==> src/design/rbsm_pkg.sv <==
package rbsm_pkg;

   localparam int unsigned CRD_W  = 17;
   localparam int unsigned WORD_W = 64;
   localparam int unsigned BIT_W  = 6;
   localparam int unsigned FLD_W  = 11;
   localparam int unsigned MODE_W = 2;

   typedef enum logic [MODE_W-1:0] {
      MODE_ADD    = 2'd0,
      MODE_REMOVE = 2'd1,
      MODE_INVERT = 2'd2
   } mode_type;

   typedef struct packed {
      logic              valid;
      logic              active;
      logic [MODE_W-1:0] mode;
      logic [CRD_W-1:0]  lo0;
      logic [CRD_W-1:0]  hi0;
      logic              found;
      logic [CRD_W-1:0]  pos;
   } token_type;

   function automatic logic [BIT_W-1:0] first_zero(input logic [WORD_W-1:0] w);
      logic [BIT_W-1:0] r;
      r = '0;
      for (int i = WORD_W - 1; i >= 0; i--) begin
         if (!w[i]) begin
            r = BIT_W'(i);
         end
      end
      return r;
   endfunction

endpackage

==> src/design/rbsm_cell.sv <==
module rbsm_cell
   import rbsm_pkg::*;
#(
   parameter int unsigned IDX = 0
) (
   input  logic      clock,
   input  logic      reset,
   input  logic      advance,
   input  token_type tok_in,
   output token_type tok_out
);

   localparam logic [CRD_W-BIT_W-1:0] WIDX = (CRD_W-BIT_W)'(IDX);

   logic [WORD_W-1:0] word_ff;
   logic [WORD_W-1:0] word_in;
   logic [WORD_W-1:0] low_mask;
   logic [WORD_W-1:0] high_mask;
   logic [WORD_W-1:0] mask;
   token_type         tok_ff;
   token_type         tok_in_next;

   always_comb begin
      if (tok_in.lo0[CRD_W-1:BIT_W] < WIDX) begin
         low_mask = '1;
      end else if (tok_in.lo0[CRD_W-1:BIT_W] == WIDX) begin
         low_mask = {WORD_W{1'b1}} << tok_in.lo0[BIT_W-1:0];
      end else begin
         low_mask = '0;
      end
      if (tok_in.hi0[CRD_W-1:BIT_W] > WIDX) begin
         high_mask = '1;
      end else if (tok_in.hi0[CRD_W-1:BIT_W] == WIDX) begin
         high_mask = {WORD_W{1'b1}} >> (BIT_W'(WORD_W - 1) - tok_in.hi0[BIT_W-1:0]);
      end else begin
         high_mask = '0;
      end
      mask = low_mask & high_mask & {WORD_W{tok_in.valid & tok_in.active}};

      case (tok_in.mode)
         MODE_ADD:    word_in = word_ff | mask;
         MODE_REMOVE: word_in = word_ff & ~mask;
         MODE_INVERT: word_in = word_ff ^ mask;
         default:     word_in = word_ff;
      endcase

      tok_in_next = tok_in;
      if (!tok_in.found && (word_in != {WORD_W{1'b1}})) begin
         tok_in_next.found = 1'b1;
         tok_in_next.pos   = {WIDX, first_zero(word_in)};
      end
   end

   always_ff @(posedge clock) begin
      if (reset) begin
         word_ff      <= '0;
         tok_ff.valid <= 1'b0;
      end else if (advance) begin
         word_ff <= word_in;
         tok_ff  <= tok_in_next;
      end
   end

   assign tok_out = tok_ff;

`ifndef ASSERT_OFF
   a_reset_clear: assert property (@(posedge clock)
      reset |=> word_ff == '0 && !tok_out.valid)
      else $error("bitmap word or token left over after reset");

   a_word_hold: assert property (@(posedge clock) disable iff (reset)
      !advance |=> $stable(word_ff))
      else $error("bitmap word changed while the chain was stalled");

   a_found_kept: assert property (@(posedge clock) disable iff (reset)
      advance && tok_in.valid && tok_in.found |=> tok_out.found &&
         tok_out.pos == $past(tok_in.pos))
      else $error("earlier free position lost in the chain");
`endif

endmodule
==> config.mk <==
export PLATFORM = sky130hd
export DESIGN_NAME = rbsm_cell
export DESIGN_NICKNAME = d
export VERILOG_FILES = /design/src/design/rbsm_pkg.sv /design/src/design/rbsm_cell.sv
export SDC_FILE = /design/constraint.sdc
export NUM_CORES = 1
export LEC_CHECK = 0
export CORE_ASPECT_RATIO = 1.2
export CORE_MARGIN = 2
export CORE_UTILIZATION = 45
export CTS_CLUSTER_SIZE = 14
export DETAILED_ROUTE_END_ITERATION = 8
export DONT_BUFFER_PORTS = 1
export SYNTH_ARGS = -nofsm -noshare
export SYNTH_HDL_FRONTEND = slang
export SYNTH_SLANG_ARGS = --single-unit
export TNS_END_PERCENT = 5
==> constraint.sdc <==
create_clock -name clock -period 4.85 [get_ports clock]
set_input_delay 0.97 -clock clock [delete_from_list [all_inputs] [get_ports clock]]
set_output_delay 0.97 -clock clock [all_outputs]
set_load 0.005 [all_outputs]
==> flow_metrics.tcl <==
set metrics [dict create \
    grt_overflow 0 \
    grt_use_met3_pct 3.632 \
    gp_congestion 0.9553 \
    slew_headroom_pct 42.34 \
    num_vias 7776 \
    setup_ws_ns 0.2299 \
    min_period_over_period_pct 95.26 \
    fin_area_um2 11350 \
    yosysWarnings 0 \
    num_rows 59 \
    powerDensity_nw_per_um2 230.2 \
    syn_area_um2 10050 \
    setup_viol 0 \
    timing.rr.start "word_ff[59]" \
    grtUsageMet1_pct 28.10 \
    post_cts_buffers 0 \
    synth-edff-count 55 \
    synth_area_leader_cell "edfxtp_1" \
    initial_utilization_pct 46.16 \
    finClkSkew_ns 0.01180 \
    min_from "word_ff[47]" \
    path_common_cell "buf_4" \
    async_flop_share_pct 0 \
    htree_num_levels 4 \
    die_h_um 167.7 \
    cp_slowest_cell "mux4_2" \
    power_mw 2.612 \
    cts_root_buf "clkbuf_16" \
    grt_max_degree 81 \
    tritoncts "built" \
    min_delay_path_depth 2 \
    rrSetupSlack_ns 2.04 \
    hold_viol 0 \
    yosysSeqAreaShare_pct 29.37 \
    reg2reg_depth 11 \
    clock_latency_ns 0.43 \
    portBuffers 0 \
    synth_top_area_share_pct 16.43 \
    met2_usage_pct 41.50 \
    fmax_mhz 216.4 \
    critical_path_required_ns 5.03 \
    fillCellCount 1976 \
    max-cap-violations 0 \
    busiest_layer "met2" \
    path_cells "nor4_1 > buf_4 > nand3_1 > or2_2 > or3_1 > buf_4 > o311ai_1 > buf_4 > ha_1 > mux4_2 > nand4_1 > nor4_2 > nand4_1 > nor2b_4 > buf_12 > and2b_1" \
    cp_data_arrival_time_ns 4.80 \
    drtAntennaViolNets 0 \
    layout_common_cells "inv_1 (158), ha_1 (128), buf_4 (95)" \
    antenna_found_initial 0 \
    drtIter0Drc 544 \
    dieArea_um2 23560 \
    io_pins 115 \
    p_leak_nw 4.811 \
    path_max_fanout 11 \
    path_clk_slew_ns 0.06 \
    dpl_cell_area_um2 10750 \
    grt.total_usage_pct 23.08 \
    grt_pass1_vias 7714 \
    wl_per_cell_um 20.05 \
    synth_cells 985 \
    clock_path_buffers 2 \
    cp-end-kind "flop" \
    synth.area.top_cells "edfxtp_1 (16%), ha_1 (16%), dfxtp_1 (13%)" \
    place_ws_ns -0.3480 \
    hp-class "flop to flop" \
    via_per_inst 5.847 \
    worst_path_dominant_cell_family "simple AND/OR/NAND/NOR gates" \
    hpwl_um 19720 \
    status "finished clean" \
    yosys_register_bits 120 \
    layout.nets 1230 \
    grt_first_pass_wirelength_um 42460 \
    syn-num-nets 1172 \
    maxSlewViolCount 0 \
    tightest_slew_ns 0.8541 \
    final_common_cell "inv_1" \
    synth.avg_cell_area_um2 10.21 \
    ys_types 63 \
    layout-drive-gt1-share_pct 18.94 \
    finalCriticalPeriod_ns 4.620 \
    crit_path_max_incr_delay_ns 0.50 \
    drcViolationCount 0 \
    ir_drop_mv 0.1994 \
    rsz0062_at_grt "no" \
    start_kind "input port" \
    clock_sinks 120 \
    wirelength_um 26670 \
    ys.flop_type "dfxtp_1" \
    cts-buffers-inserted 17 \
    path_buf_inv 4 \
    n_antenna_cell 0 \
    dr.pass1.iters 7 \
    path_class "input port to flop" \
    r2r-end "tok_out[0]" \
    core_um2 21780 \
    die_x_um 140.4 \
    holdPathEnd "word_ff[47]" \
    syn2layout_area_growth_pct 12.89 \
]
## state kept, by name, indices dropped and copies added, names as in the netlist
signal,flops
word_ff,64
tok_out,56
## logic make-up after synthesis
family / count (synthesis) / share of synthesized area [%]
AND/OR/NAND/NOR: 246 / 12.72
buffers and inverters: 216 / 9.782
flip-flops: 120 / 29.37
AO/OA/AOI/OAI: 151 / 10.49
multiplexers: 124 / 21.71
adder cells (fa/ha/maj): 128 / 15.93
## tightest hold or removal path, delay by kind of cell, from the launching register on
family | cells | cell delay [ns]
AND/OR/NAND/NOR | 1 | 0.09
AO/OA/AOI/OAI | 1 | 0.05
flip-flops | 1 | 0.33
## cell usage after synthesis, drive strengths merged (9+ instances only)
cell type,number
clkbuf,34
inv,158
nand3,13
nand2,40
o221ai,18
mux4,71
o21ai,25
nand4,29
buf,23
edfxtp,55
a21oi,23
o211ai,24
a21o,9
a211oi,17
nand2b,9
nor4,9
nor2b,15
ha,128
mux2i,53
nor2,93
dfxtp,65
## layer usage
layer / vias up / wire, µm
met4: 0 / 694
met5: - / 0
met2: 221 / 13750
met1: 3822 / 11010
li1: 3692 / -
met3: 41 / 1214
## metrics by stage
step / util, % / hold slack (ns) / TNS (ns) / instances
finish: 52.12 / 0.5060 / 0 / 1330
global route: 52.12 / 0.5198 / 0 / 1330
CTS: 52.09 / 0.5049 / 0 / 1330
detailed placement: 49.37 / 0.4956 / -4.289 / 1298
global placement: 49.37 / 0.4907 / -4.301 / 1298
floorplan: - / 0.4792 / 0 / 985
## power breakdown
part	total, mW	internal [mW]	switching, mW
Sequential	1.12	1.10	0.0224
Combinational	0.181	0.0992	0.0818
Clock	1.31	0.768	0.539
## cell type report
| type | instances | area, µm² | area share [%] |
|---|---|---|---|
| clock buffers | 17 | 425.4 | 3.748 |
| clock inverters | 15 | 167.7 | 1.477 |
| inverters | 159 | 596.8 | 5.259 |
| multi-input cells | 649 | 6131 | 54.02 |
| flip-flops and latches | 120 | 2953 | 26.02 |
| well taps | 274 | 342.8 | 3.021 |
| repair buffers | 96 | 733.2 | 6.460 |
## how the worst max path moves through the flow
stage,startpoint,endpoint,depth (start not counted)
after floorplan,tok_in[45],tok_out[1],16
after global placement,tok_in[26],tok_out[8],16
after detailed placement,tok_in[25],tok_out[8],16
after CTS,tok_in[25],tok_out[10],16
after global routing,tok_in[45],tok_out[10],17
final,tok_in[25],tok_out[10],16
## what timing repair did
item / in CTS / in global routing
hold buffers: 0 / 0
endpoints found under the setup margin: 0 / 9
gates resized for setup: 0 / 2
No activity file was read; power rests on OpenSTA's default activity.
